--- config.mk ---
export PLATFORM = sky130hd
export DESIGN_NAME = tile_edge_padding_checker_top_flat
export DESIGN_NICKNAME = d
export VERILOG_FILES = /design/src/rtl/core/tepc_pkg.sv /design/src/rtl/core/tepc_if.sv /design/src/rtl/core/tile_edge_padding_checker_top.sv /design/src/flat_wrapper.sv
export VERILOG_INCLUDE_DIRS = /design/src /design/src/rtl/core
export SDC_FILE = /design/constraint.sdc
export NUM_CORES = 1
export LEC_CHECK = 0
export ABC_AREA = 1
export BUFFER_PORTS_ARGS = -buffer_cell sky130_fd_sc_hd__buf_2
export CAP_MARGIN = 40
export CORE_MARGIN = 10
export CORE_UTILIZATION = 50
export DETAILED_ROUTE_END_ITERATION = 10
export HOLD_SLACK_MARGIN = 0.05
export PLACE_DENSITY = 0.68
export SLEW_MARGIN = 20
export SYNTH_ARGS = -nofsm -noshare
export SYNTH_HDL_FRONTEND = slang
export SYNTH_SLANG_ARGS = --single-unit
--- constraint.sdc ---
create_clock -name clk -period 4.4 [get_ports clk]
set_clock_uncertainty 0.05 [all_clocks]
set_input_delay 0.66 -clock clk [delete_from_list [all_inputs] [get_ports clk]]
set_output_delay 0.66 -clock clk [all_outputs]
set_load 0.02 [all_outputs]
--- src/rtl/core/assert_macros.svh ---
// Concurrent assertion helpers, compiled out when SYNTH is defined.
`ifndef ASSERT_MACROS_SVH
`define ASSERT_MACROS_SVH

`ifndef SYNTH
`define ASSERT_CLK(lbl, clk, rst_n, prop) \
  lbl: assert property (@(posedge clk) disable iff (!rst_n) prop) \
    else $error("assertion failed");
`define ASSERT_NEVER(lbl, clk, rst_n, cond) \
  lbl: assert property (@(posedge clk) disable iff (!rst_n) !(cond)) \
    else $error("forbidden condition seen");
`else
`define ASSERT_CLK(lbl, clk, rst_n, prop)
`define ASSERT_NEVER(lbl, clk, rst_n, cond)
`endif

`endif

--- src/rtl/core/tepc_pkg.sv ---
package tepc_pkg;

  localparam int unsigned TILE_ROWS    = 8;
  localparam int unsigned TILE_COLUMNS = 32;
  localparam int unsigned ROW_BYTES    = 16;
  localparam int unsigned SCALE_BASE   = 128;
  localparam logic [7:0]  HIGH_NIBBLE  = 8'hF0;

  localparam int unsigned DIM_W       = 16;
  localparam int unsigned ROW_REM_W   = $clog2(TILE_ROWS);
  localparam int unsigned COL_REM_W   = $clog2(TILE_COLUMNS);
  localparam int unsigned ROW_TILE_W  = DIM_W - ROW_REM_W + 1;
  localparam int unsigned GROUP_W     = DIM_W - COL_REM_W + 1;
  localparam int unsigned COL_IDX_W   = $clog2(ROW_BYTES);

  typedef enum logic [2:0] {
    ST_OK      = 3'd0,
    ST_OUTSIDE = 3'd1,
    ST_ROW_PAD = 3'd2,
    ST_K_PAD   = 3'd3,
    ST_ODD     = 3'd4
  } status_t;

  typedef enum logic {
    REG_MATRIX_ROWS    = 1'b0,
    REG_MATRIX_COLUMNS = 1'b1
  } reg_idx_t;

endpackage

--- src/rtl/core/tepc_if.sv ---
interface tepc_in_if;
  logic       valid;
  logic       ready;
  logic [7:0] data_byte;
  logic       last;

  modport source (output valid, output data_byte, output last, input ready);
  modport sink   (input valid, input data_byte, input last, output ready);
endinterface

interface tepc_out_if;
  logic       valid;
  logic       ready;
  logic [2:0] status;

  modport source (output valid, output status, input ready);
  modport sink   (input valid, input status, output ready);
endinterface

interface tepc_cfg_if;
  logic        valid;
  logic        ready;
  logic        index;
  logic [15:0] data;

  modport source (output valid, output index, output data, input ready);
  modport sink   (input valid, input index, input data, output ready);
endinterface

--- src/rtl/core/tile_edge_padding_checker_top.sv ---
// Flow: a beat is registered in the input register on acceptance and checked there;
// the status of a last beat is registered when that beat leaves the input register.
// Throughput: one beat per cycle; a last beat waits in the input register
// only while the previous status is still held by the sink.
// Reset: synchronous, active low; clears the walk, the fault state, the
// matrix size registers and both pipeline valids.
`include "assert_macros.svh"

module tile_edge_padding_checker_top #(
  parameter int unsigned TILE_BYTES = 136
) (
  input  logic        clk,
  input  logic        rst_n,
  tepc_in_if.sink     in_bus,
  tepc_out_if.source  out_bus,
  tepc_cfg_if.sink    cfg_bus
);

  localparam int unsigned BW = $clog2(TILE_BYTES);
  localparam logic [BW-1:0] SCALE_LO  = BW'(tepc_pkg::SCALE_BASE);
  localparam logic [BW-1:0] SCALE_END = BW'(tepc_pkg::SCALE_BASE + tepc_pkg::TILE_ROWS);
  localparam logic [BW:0]   TILE_END  = (BW+1)'(TILE_BYTES);

  localparam int unsigned RRW = tepc_pkg::ROW_REM_W;
  localparam int unsigned CRW = tepc_pkg::COL_REM_W;
  localparam int unsigned RTW = tepc_pkg::ROW_TILE_W;
  localparam int unsigned GW  = tepc_pkg::GROUP_W;
  localparam int unsigned CIW = tepc_pkg::COL_IDX_W;

  logic [15:0] rows_r, cols_r;

  logic        s1_valid_r;
  logic [7:0]  s1_byte_r;
  logic        s1_last_r;
  logic        s1_fire;

  logic        out_valid_r;
  tepc_pkg::status_t status_r;

  logic [BW-1:0]  byte_r, byte_nxt;
  logic [RTW-1:0] rt_idx_r, rt_idx_nxt;
  logic [GW-1:0]  grp_r, grp_nxt;
  logic           row_k_r, row_k_nxt;
  logic           row_odd_r, row_odd_nxt;
  logic           walk_done_r, walk_done_nxt;
  tepc_pkg::status_t first_fault_r, first_fault_nxt;
  tepc_pkg::status_t tile_fault_r, tile_fault_nxt;
  tepc_pkg::status_t status_nxt;

  logic [RRW-1:0] row_rem;
  logic [CRW-1:0] col_rem;
  logic [RTW-1:0] rt_total;
  logic [GW-1:0]  groups;
  logic           done_pre, rt_at_edge, grp_at_edge, check_en, used_row;
  logic [CRW-1:0] used_cols;
  logic [RRW-1:0] rr;
  logic [CIW-1:0] col;
  logic [BW:0]    byte_inc;

  // config port
  assign cfg_bus.ready = 1'b1;

  always_ff @(posedge clk) begin
    if (!rst_n) begin
      rows_r <= '0;
      cols_r <= '0;
    end else if (cfg_bus.valid) begin
      case (cfg_bus.index)
        tepc_pkg::REG_MATRIX_ROWS:    rows_r <= cfg_bus.data;
        tepc_pkg::REG_MATRIX_COLUMNS: cols_r <= cfg_bus.data;
        default: ;
      endcase
    end
  end

  // input register
  assign s1_fire      = s1_valid_r && (!s1_last_r || !out_valid_r || out_bus.ready);
  assign in_bus.ready = !s1_valid_r || s1_fire;

  always_ff @(posedge clk) begin
    if (!rst_n) begin
      s1_valid_r <= 1'b0;
    end else if (in_bus.ready) begin
      s1_valid_r <= in_bus.valid;
    end
  end

  always_ff @(posedge clk) begin
    if (in_bus.ready && in_bus.valid) begin
      s1_byte_r <= in_bus.data_byte;
      s1_last_r <= in_bus.last;
    end
  end

  // geometry
  assign row_rem     = rows_r[RRW-1:0];
  assign col_rem     = cols_r[CRW-1:0];
  assign rt_total    = RTW'(rows_r[15:RRW]) + RTW'(|row_rem);
  assign groups      = GW'(cols_r[15:CRW]) + GW'(|col_rem);
  assign done_pre    = walk_done_r || (rt_idx_r >= rt_total) || (grp_r >= groups);
  assign rt_at_edge  = (|row_rem) && (rt_idx_r + RTW'(1) == rt_total);
  assign grp_at_edge = (|col_rem) && (grp_r + GW'(1) == groups);
  assign check_en    = !done_pre && (rt_at_edge || grp_at_edge);
  assign used_cols   = CRW'(({1'b0, col_rem} + (CRW+1)'(1)) >> 1);
  assign rr          = (byte_r < SCALE_LO) ? byte_r[CIW +: RRW] : byte_r[RRW-1:0];
  assign col         = byte_r[CIW-1:0];
  assign used_row    = !rt_at_edge || (rr < row_rem);
  assign byte_inc    = {1'b0, byte_r} + (BW+1)'(1);

  always_comb begin
    byte_nxt        = byte_r;
    rt_idx_nxt      = rt_idx_r;
    grp_nxt         = grp_r;
    row_k_nxt       = row_k_r;
    row_odd_nxt     = row_odd_r;
    walk_done_nxt   = walk_done_r;
    first_fault_nxt = first_fault_r;
    tile_fault_nxt  = tile_fault_r;
    status_nxt      = tepc_pkg::ST_OK;

    if (check_en) begin
      if (byte_r < SCALE_LO) begin
        if (!used_row) begin
          if (s1_byte_r != 8'd0 && tile_fault_nxt == tepc_pkg::ST_OK)
            tile_fault_nxt = tepc_pkg::ST_ROW_PAD;
        end else begin
          if (grp_at_edge) begin
            if (CRW'(col) >= used_cols && s1_byte_r != 8'd0)
              row_k_nxt = 1'b1;
            if (col_rem[0] && CRW'(col) + CRW'(1) == used_cols &&
                (s1_byte_r & tepc_pkg::HIGH_NIBBLE) != 8'd0)
              row_odd_nxt = 1'b1;
          end
          if (&col) begin
            if (tile_fault_nxt == tepc_pkg::ST_OK) begin
              if (row_k_nxt)
                tile_fault_nxt = tepc_pkg::ST_K_PAD;
              else if (row_odd_nxt)
                tile_fault_nxt = tepc_pkg::ST_ODD;
            end
            row_k_nxt   = 1'b0;
            row_odd_nxt = 1'b0;
          end
        end
      end else if (byte_r < SCALE_END) begin
        if (!used_row && s1_byte_r != 8'd0 && tile_fault_nxt == tepc_pkg::ST_OK)
          tile_fault_nxt = tepc_pkg::ST_ROW_PAD;
      end
    end

    if (!done_pre) begin
      byte_nxt = byte_inc[BW-1:0];
      if (byte_inc >= TILE_END) begin
        byte_nxt = '0;
        if (first_fault_nxt == tepc_pkg::ST_OK)
          first_fault_nxt = tile_fault_nxt;
        tile_fault_nxt = tepc_pkg::ST_OK;
        row_k_nxt      = 1'b0;
        row_odd_nxt    = 1'b0;
        grp_nxt        = grp_r + GW'(1);
        if (grp_nxt >= groups) begin
          grp_nxt    = '0;
          rt_idx_nxt = rt_idx_r + RTW'(1);
          if (rt_idx_nxt >= rt_total)
            walk_done_nxt = 1'b1;
        end
      end
    end

    status_nxt = first_fault_nxt;
    if (status_nxt == tepc_pkg::ST_OK && !(done_pre || walk_done_nxt) &&
        ((|row_rem) || (|col_rem)))
      status_nxt = tepc_pkg::ST_OUTSIDE;

    // end of payload: back to the start of a walk
    if (s1_last_r) begin
      byte_nxt        = '0;
      rt_idx_nxt      = '0;
      grp_nxt         = '0;
      row_k_nxt       = 1'b0;
      row_odd_nxt     = 1'b0;
      walk_done_nxt   = 1'b0;
      first_fault_nxt = tepc_pkg::ST_OK;
      tile_fault_nxt  = tepc_pkg::ST_OK;
    end
  end

  always_ff @(posedge clk) begin
    if (!rst_n) begin
      byte_r        <= '0;
      rt_idx_r      <= '0;
      grp_r         <= '0;
      row_k_r       <= 1'b0;
      row_odd_r     <= 1'b0;
      walk_done_r   <= 1'b0;
      first_fault_r <= tepc_pkg::ST_OK;
      tile_fault_r  <= tepc_pkg::ST_OK;
    end else if (s1_fire) begin
      byte_r        <= byte_nxt;
      rt_idx_r      <= rt_idx_nxt;
      grp_r         <= grp_nxt;
      row_k_r       <= row_k_nxt;
      row_odd_r     <= row_odd_nxt;
      walk_done_r   <= walk_done_nxt;
      first_fault_r <= first_fault_nxt;
      tile_fault_r  <= tile_fault_nxt;
    end
  end

  // result register
  always_ff @(posedge clk) begin
    if (!rst_n) begin
      out_valid_r <= 1'b0;
    end else if (s1_fire && s1_last_r) begin
      out_valid_r <= 1'b1;
    end else if (out_bus.ready) begin
      out_valid_r <= 1'b0;
    end
  end

  always_ff @(posedge clk) begin
    if (s1_fire && s1_last_r)
      status_r <= status_nxt;
  end

  assign out_bus.valid  = out_valid_r;
  assign out_bus.status = status_r;

  `ASSERT_CLK(a_last_gives_result, clk, rst_n, (s1_fire && s1_last_r) |=> out_valid_r)
  `ASSERT_CLK(a_last_clears_walk, clk, rst_n,
              (s1_fire && s1_last_r) |=> (byte_r == '0 && first_fault_r == tepc_pkg::ST_OK && !walk_done_r))
  `ASSERT_NEVER(a_byte_in_range, clk, rst_n, {1'b0, byte_r} >= TILE_END)
  `ASSERT_NEVER(a_done_mid_tile, clk, rst_n, walk_done_r && byte_r != '0)
  `ASSERT_NEVER(a_no_overwrite, clk, rst_n,
                s1_fire && s1_last_r && out_valid_r && !out_bus.ready)

endmodule

--- src/flat_wrapper.sv ---
// flat-port wrapper written by rule: the top's interface ports become plain ports
module tile_edge_padding_checker_top_flat 
#(
  parameter int unsigned TILE_BYTES = 136
)
  (clk, rst_n, in_bus_valid, in_bus_data_byte, in_bus_last, in_bus_ready, out_bus_valid, out_bus_status, out_bus_ready, cfg_bus_valid, cfg_bus_index, cfg_bus_data, cfg_bus_ready);
  tepc_in_if in_bus_i ();
  tepc_out_if out_bus_i ();
  tepc_cfg_if cfg_bus_i ();
  input  logic clk;
  input  logic rst_n;
  input wire logic [$bits(in_bus_i.valid)-1:0] in_bus_valid;
  input wire logic [$bits(in_bus_i.data_byte)-1:0] in_bus_data_byte;
  input wire logic [$bits(in_bus_i.last)-1:0] in_bus_last;
  output wire logic [$bits(in_bus_i.ready)-1:0] in_bus_ready;
  output wire logic [$bits(out_bus_i.valid)-1:0] out_bus_valid;
  output wire logic [$bits(out_bus_i.status)-1:0] out_bus_status;
  input wire logic [$bits(out_bus_i.ready)-1:0] out_bus_ready;
  input wire logic [$bits(cfg_bus_i.valid)-1:0] cfg_bus_valid;
  input wire logic [$bits(cfg_bus_i.index)-1:0] cfg_bus_index;
  input wire logic [$bits(cfg_bus_i.data)-1:0] cfg_bus_data;
  output wire logic [$bits(cfg_bus_i.ready)-1:0] cfg_bus_ready;
  assign in_bus_i.valid = in_bus_valid;
  assign in_bus_i.data_byte = in_bus_data_byte;
  assign in_bus_i.last = in_bus_last;
  assign in_bus_ready = in_bus_i.ready;
  assign out_bus_valid = out_bus_i.valid;
  assign out_bus_status = out_bus_i.status;
  assign out_bus_i.ready = out_bus_ready;
  assign cfg_bus_i.valid = cfg_bus_valid;
  assign cfg_bus_i.index = cfg_bus_index;
  assign cfg_bus_i.data = cfg_bus_data;
  assign cfg_bus_ready = cfg_bus_i.ready;
  tile_edge_padding_checker_top #(.TILE_BYTES(TILE_BYTES)) u_core (.clk(clk), .rst_n(rst_n), .in_bus(in_bus_i), .out_bus(out_bus_i), .cfg_bus(cfg_bus_i));
endmodule
Yosys cells after proc, flatten, opt, wreduce, memory -nomap -nowiden
Cells that the tools add are included.
W data, S select, Z words.
{"block": "totals", "ff_bits": 89, "output_inout_bits": 6, "elab_cells": 142}
{"block": "classes", "add_sub_neg": 7, "magnitude_cmp": 9, "n_eq_ne": 4, "muxes": 60, "n_bitwise": 1, "reduce_logical": 46}
{"op": "$mux W14", "n": 4}
{"op": "$mux W3", "n": 18}
{"op": "$mux W12", "n": 4}
{"op": "$mux W1", "n": 31}
{"op": "$ge A14 B14 Y1", "n": 2}
{"op": "$ge A12 B12 Y1", "n": 2}
{"op": "$mux W8", "n": 3}
{"op": "$lt A8 B8 Y1 const B", "n": 2}
{"op": "$reduce_bool A8 Y1", "n": 2}
{"op": "$add A13 B1 Y14", "n": 1}
{"op": "$add A14 B1 Y14 const B", "n": 1}
{"op": "$eq A14 B14 Y1", "n": 1}
{"op": "$logic_and A1 B1 Y1", "n": 14}
{"op": "$add A11 B1 Y12", "n": 1}
{"op": "$add A12 B1 Y12 const B", "n": 1}
{"op": "$eq A12 B12 Y1", "n": 1}
{"op": "$add A8 B1 Y9 const B", "n": 1}
{"op": "$ge A9 B8 Y1 const B", "n": 1}
{"op": "$logic_not A3 Y1", "n": 3}
{"op": "$logic_or A1 B1 Y1", "n": 9}
{"op": "$reduce_and A4 Y1", "n": 2}
{"op": "$logic_not A1 Y1", "n": 7}
{"op": "$add A5 B1 Y6 const B", "n": 1}
{"op": "$reduce_and A2 Y1", "n": 3}
{"op": "10 further kinds", "n": 12}

Logic depth before layout (Yosys ltp)
{"block": "depth", "depth_word": 22, "mapped_depth": 26, "ltp_nobuf": 25}

Worst setup path before layout
Ideal clock, no wire load.
{"block": "synth_timing", "path_type": "reg-to-reg", "startpoint": "register u_core.rows_r[0]", "endpoint": "register u_core.grp_r[11]", "setup_time_ns": 0.117, "arrival_ns": 3.252, "required_time_ns": 4.233, "slack_ns": 0.981, "path_stages_with_launch": 27, "period_less_slack_ns": 3.419, "cell_sequence": "dfxtp_1 nor2_1 nand2_1 ha_1 ha_1 nand3_1 nor3_1 nand3_1 nor2_1 nand3_1 xor2_1 ha_1 nand2_1 inv_1 nand2_1 nand2_1 a21oi_1 nand3_1 nor2_1 nand2_1 nand2_1 nand3_4 nor2_8 inv_4 nand2_8 buf_8 nor2_2"}
{"block": "synth_between", "elab_chain_len": 7}
{"element": "from (decl)", "line_no": "tile_edge_padding_checker_top.sv:30", "source": "logic [15:0] rows_r, cols_r;"}
{"element": "from (signal assigned)", "line_no": "tile_edge_padding_checker_top.sv:69", "source": "tepc_pkg::REG_MATRIX_ROWS: rows_r <= cfg_bus.data;"}
{"element": "$reduce_or A3 Y1", "line_no": "tile_edge_padding_checker_top.sv:98", "source": "assign rt_total = RTW'(rows_r[15:RRW]) + RTW'(|row_rem);"}
{"element": "$add A13 B1 Y14", "line_no": "tile_edge_padding_checker_top.sv:98"}
{"element": "$ge A14 B14 Y1", "line_no": "tile_edge_padding_checker_top.sv:100", "source": "assign done_pre = walk_done_r || (rt_idx_r >= rt_total) || (grp_r >= groups);"}
{"element": "$logic_or A1 B1 Y1 (2 in series)", "line_no": "tile_edge_padding_checker_top.sv:100"}
{"element": "$ne A2 B1 Y1 (no source line)"}
{"element": "$reduce_and A3 Y1 (no source line)"}
{"element": "to (signal assigned)", "line_no": "tile_edge_padding_checker_top.sv:201", "source": "grp_r <= grp_nxt;"}
{"element": "to (decl)", "line_no": "tile_edge_padding_checker_top.sv:42", "source": "logic [GW-1:0] grp_r, grp_nxt;"}
Every way passes these cells.
A chain may end at the register's enable or synchronous reset.

Worst setup path after layout
{"block": "layout_timing", "startpoint": "register u_core.rows_r[0]", "endpoint": "register u_core.byte_r[4]"}
{"block": "layout_between", "elab_chain_len": 7}
{"element": "$reduce_or A3 Y1", "line_no": "tile_edge_padding_checker_top.sv:98"}
{"element": "$add A13 B1 Y14", "line_no": "tile_edge_padding_checker_top.sv:98"}
{"element": "$ge A14 B14 Y1", "line_no": "tile_edge_padding_checker_top.sv:100"}
{"element": "$logic_or A1 B1 Y1 (2 in series)", "line_no": "tile_edge_padding_checker_top.sv:100"}
{"element": "$ne A2 B1 Y1 (no source line)"}
{"element": "$reduce_and A2 Y1 (no source line)"}
{"element": "to (signal assigned)", "line_no": "tile_edge_padding_checker_top.sv:199", "source": "byte_r <= byte_nxt;"}
{"element": "to (decl)", "line_no": "tile_edge_padding_checker_top.sv:40", "source": "logic [BW-1:0] byte_r, byte_nxt;"}
Every way passes these cells.

==> flow_summary.ini <==
[grt]
grt_pass1_vias = 5072
grt_start_max_net_pins = 44
globalRoute.totalOverflow = 0
grt_pass1_wl_um = 24200
antenna_found_initial = 0
track_usage_pct = 17.9

[clock_tree]
path_clk_slew_ns = 0.07
cts_tree = built
clkLatencyLatePin_ns = 0.35
numCtsBuffers = 9
cts_buffer_depth = 2
cts.sinks = 89
ctsHoldBuffers = 0
cts-root-buf = clkbuf_16
htreeDepth = 3

[die]
std_cell_rows = 40
fp.dieH_um = 130
start_util_pct = 50.8
die_area_um2 = 17000
die_w_um = 130
ios = 37
core_um2 = 12000

[detailed_routing]
drtIter0Drc = 360
ant_nets = 0
drcViolationCount = 0
viasPerCell = 5.27
drt-pass1-iter-count = 5
wirelength_um = 14800
vias = 5466
wl_per_cell_um = 14.2

[yosys]
synth_simple_gate_area_share_pct = 28.0
syn_inst = 853
syn_area_per_cell_um2 = 7.13
syn_nets = 952
yosys_register_bits = 89
synth_edf_count = 12
synthFlopType = dfxtp_1
yosys.area_share.adder_pct = 14.0
yosys_warnings = 0
yosysUniqueCellTypes = 44
synth_xor_area_share_pct = 6.05
synthArstFlopShare_pct = 0
syn_area_um2 = 6080
netlist_top_cells_area = dfxtp_1 (25%), ha_1 (14%), nand2_1 (9.4%)
synth.largest_area_cell = dfxtp_1
synth_compound_area_share_pct = 12.1
synth_seq_area_share_pct = 31.3
synth_top_family_by_area = simple AND/OR/NAND/NOR gates
synth_top_area_share_pct = 25.3
synthMuxAreaShare_pct = 0

[timing]
setup_violations = 0
tightest_slew_ns = 0.827
fmax_mhz = 254
final_hold_viol_count = 0
relSlewSlack_pct = 44.8
maxSlewViolCount = 0
timing.final.crit_share_pct = 89.6
period_minus_slack_ns = 3.94
rsz0062_at_grt = no
setup_tns_ns = 0

[placement]
dp_hpwl_um = 11400
port_buffers = 35
place.gp.congestion = 0.880
placed_area_um2 = 6360

[outcome]
outcome = finished clean

[final_layout]
multiInputGateArea_um2 = 3680
drive_gt1_share_pct = 9.20
final_nets = 985
ff_latch_area_um2 = 1900
final_cell_area_um2 = 6700
insertedDiodeCount = 0
area_delta_synth_final_pct = 10.2
mostFrequentLayoutCells = nand2_1 (151), nor2_1 (117), inv_1 (106), dfxtp_1 (77), ha_1 (68)
final_common_cell = nand2_1
fillers = 1193

[critical_path]
slowest_delay_ns = 0.36
required_ns = 4.61
cp.arrival_ns = 4.15
startpoint_type = flip-flop
crit_fanout = 11
cp-end-kind = flip-flop
critPathMostFrequentCell = nand2_1
crit_path_cell_trace = nor2_1 > nand2_1 > ha_1 > ha_1 > nand3_1 > nor3_2 > nand3_1 > nor2_1 > nand3_1 > xor2_1 > ha_1 > nand2_1 > nor2_1 > and2_1 > nand2_1 > nand3_1 > nor2_1 > nand2_1 > nand2_1 > nand3_4 > buf_4 > nand2_2 > a211oi_1
cpLargestDelayFamily = simple AND/OR/NAND/NOR gates
crit_slowest_cell = dfxtp_1
critPathKind = reg2reg
crit_buf_inv = 1

[power_and_ir_drop]
power.density_nw_per_um2 = 330
leakage_uw = 0.00320
peakVddDrop_v = 0.000198

[job]
maxCapViolations = 0

[worst_hold_path]
hold_class = reg2reg
## area by class of cell
| type | count | area share (%) |
|---|---|---|
| tap | 147 | 2.74 |
| sequential | 89 | 28.4 |
| inverter | 110 | 6.20 |
| timing repair buffer | 41 | 3.29 |
| clock buffer | 9 | 3.36 |
| multi-input combinational | 635 | 54.9 |
| clock inverter | 7 | 1.12 |
## final timing paths
kind                                        from               end  slack (ns)  cells after the start
worst max register to register  u_core.rows_r[0]  u_core.byte_r[4]        0.46                     23
worst max-delay path            u_core.rows_r[0]  u_core.byte_r[4]        0.46                     23
worst min register to register    u_core.row_k_r    u_core.row_k_r        0.42                      2
worst min-delay path              u_core.row_k_r    u_core.row_k_r        0.42                      2
## sequential cells by signal, indices dropped and copies added (netlist names), 3 cells and up
| name | flops |
|---|---|
| u_core.byte_r | 8 |
| u_core.first_fault_r | 3 |
| u_core.grp_r | 12 |
| u_core.rt_idx_r | 14 |
| u_core.s1_byte_r | 8 |
| u_core.cols_r | 16 |
| u_core.rows_r | 16 |
| u_core.out_bus.status | 3 |
| u_core.tile_fault_r | 3 |
## routing by layer
metal  vias up  GRT usage [%]  routed length (um)
met1      2494           25.5                7810
met2        87           27.1                6340
met5         -              0                   0
li1       2875              -                   -
met4         0           5.56                 155
met3        10           2.56                 454
## power by group
part | internal, uW | leakage [uW] | switching, uW | total [uW]
Clock | 447 | 0.000148 | 362 | 810
Combinational | 173 | 0.00231 | 309 | 481
Sequential | 869 | 0.000745 | 52.2 | 921
Total | 1490 | 0.00320 | 723 | 2210
## worst register-to-register path: cells and delay by family, from the launching register on
kind	cells	cell delay [ns]
AOI/OAI and AO/OA	1	0.29
xor gates and xnor gates	1	0.17
adders and majority gates	3	0.65
buffers and inverters	1	0.20
DFF	1	0.36
and+or+nand+nor	17	2.13
## cell families after synthesis
kind of cell    Yosys count
simple gates            387
flops                    89
fa+ha+maj                68
xor+xnor                 42
compound gates          136
buf+inv                 130
other cells               1
## synth_stat cells (2+ instances only)
cell type / n
nand3b_1: 3
xnor2_1: 6
ha_1: 68
a21oi_1: 46
nor2_1: 118
buf_2: 7
or2_2: 2
nor2_2: 10
nand3_1: 65
o21bai_1: 5
a211oi_1: 8
and2_1: 2
edfxtp_1: 12
clkbuf_1: 9
o21ai_1: 3
dfxtp_1: 77
o21ai_0: 65
xor2_1: 36
nand3_2: 2
nand4_1: 12
nor3_1: 15
buf_4: 2
inv_1: 107
nand2_1: 152
o22ai_1: 2
## timing repair
item / in CTS / in global routing
buffers inserted: 0 / 3
gates resized for setup: 0 / 4
setup endpoints to repair: 0 / 35
## stage by stage
| step | worst slack (ns) | total power, uW | instances | utilization, % | hold WS, ns |
|---|---|---|---|---|---|
| after floorplan | 0.981 | 1280 | 853 | - | 0.395 |
| after global placement | 0.338 | 1400 | 1018 | 53.2 | 0.407 |
| after detailed placement | 0.201 | 1410 | 1018 | 53.2 | 0.412 |
| after CTS | 0.153 | 2210 | 1034 | 55.7 | 0.421 |
| after global routing | 0.0209 | 2340 | 1038 | 56.0 | 0.417 |
| final | 0.459 | 2210 | 1038 | 56.0 | 0.421 |
Power figures use the tool's default switching activity.
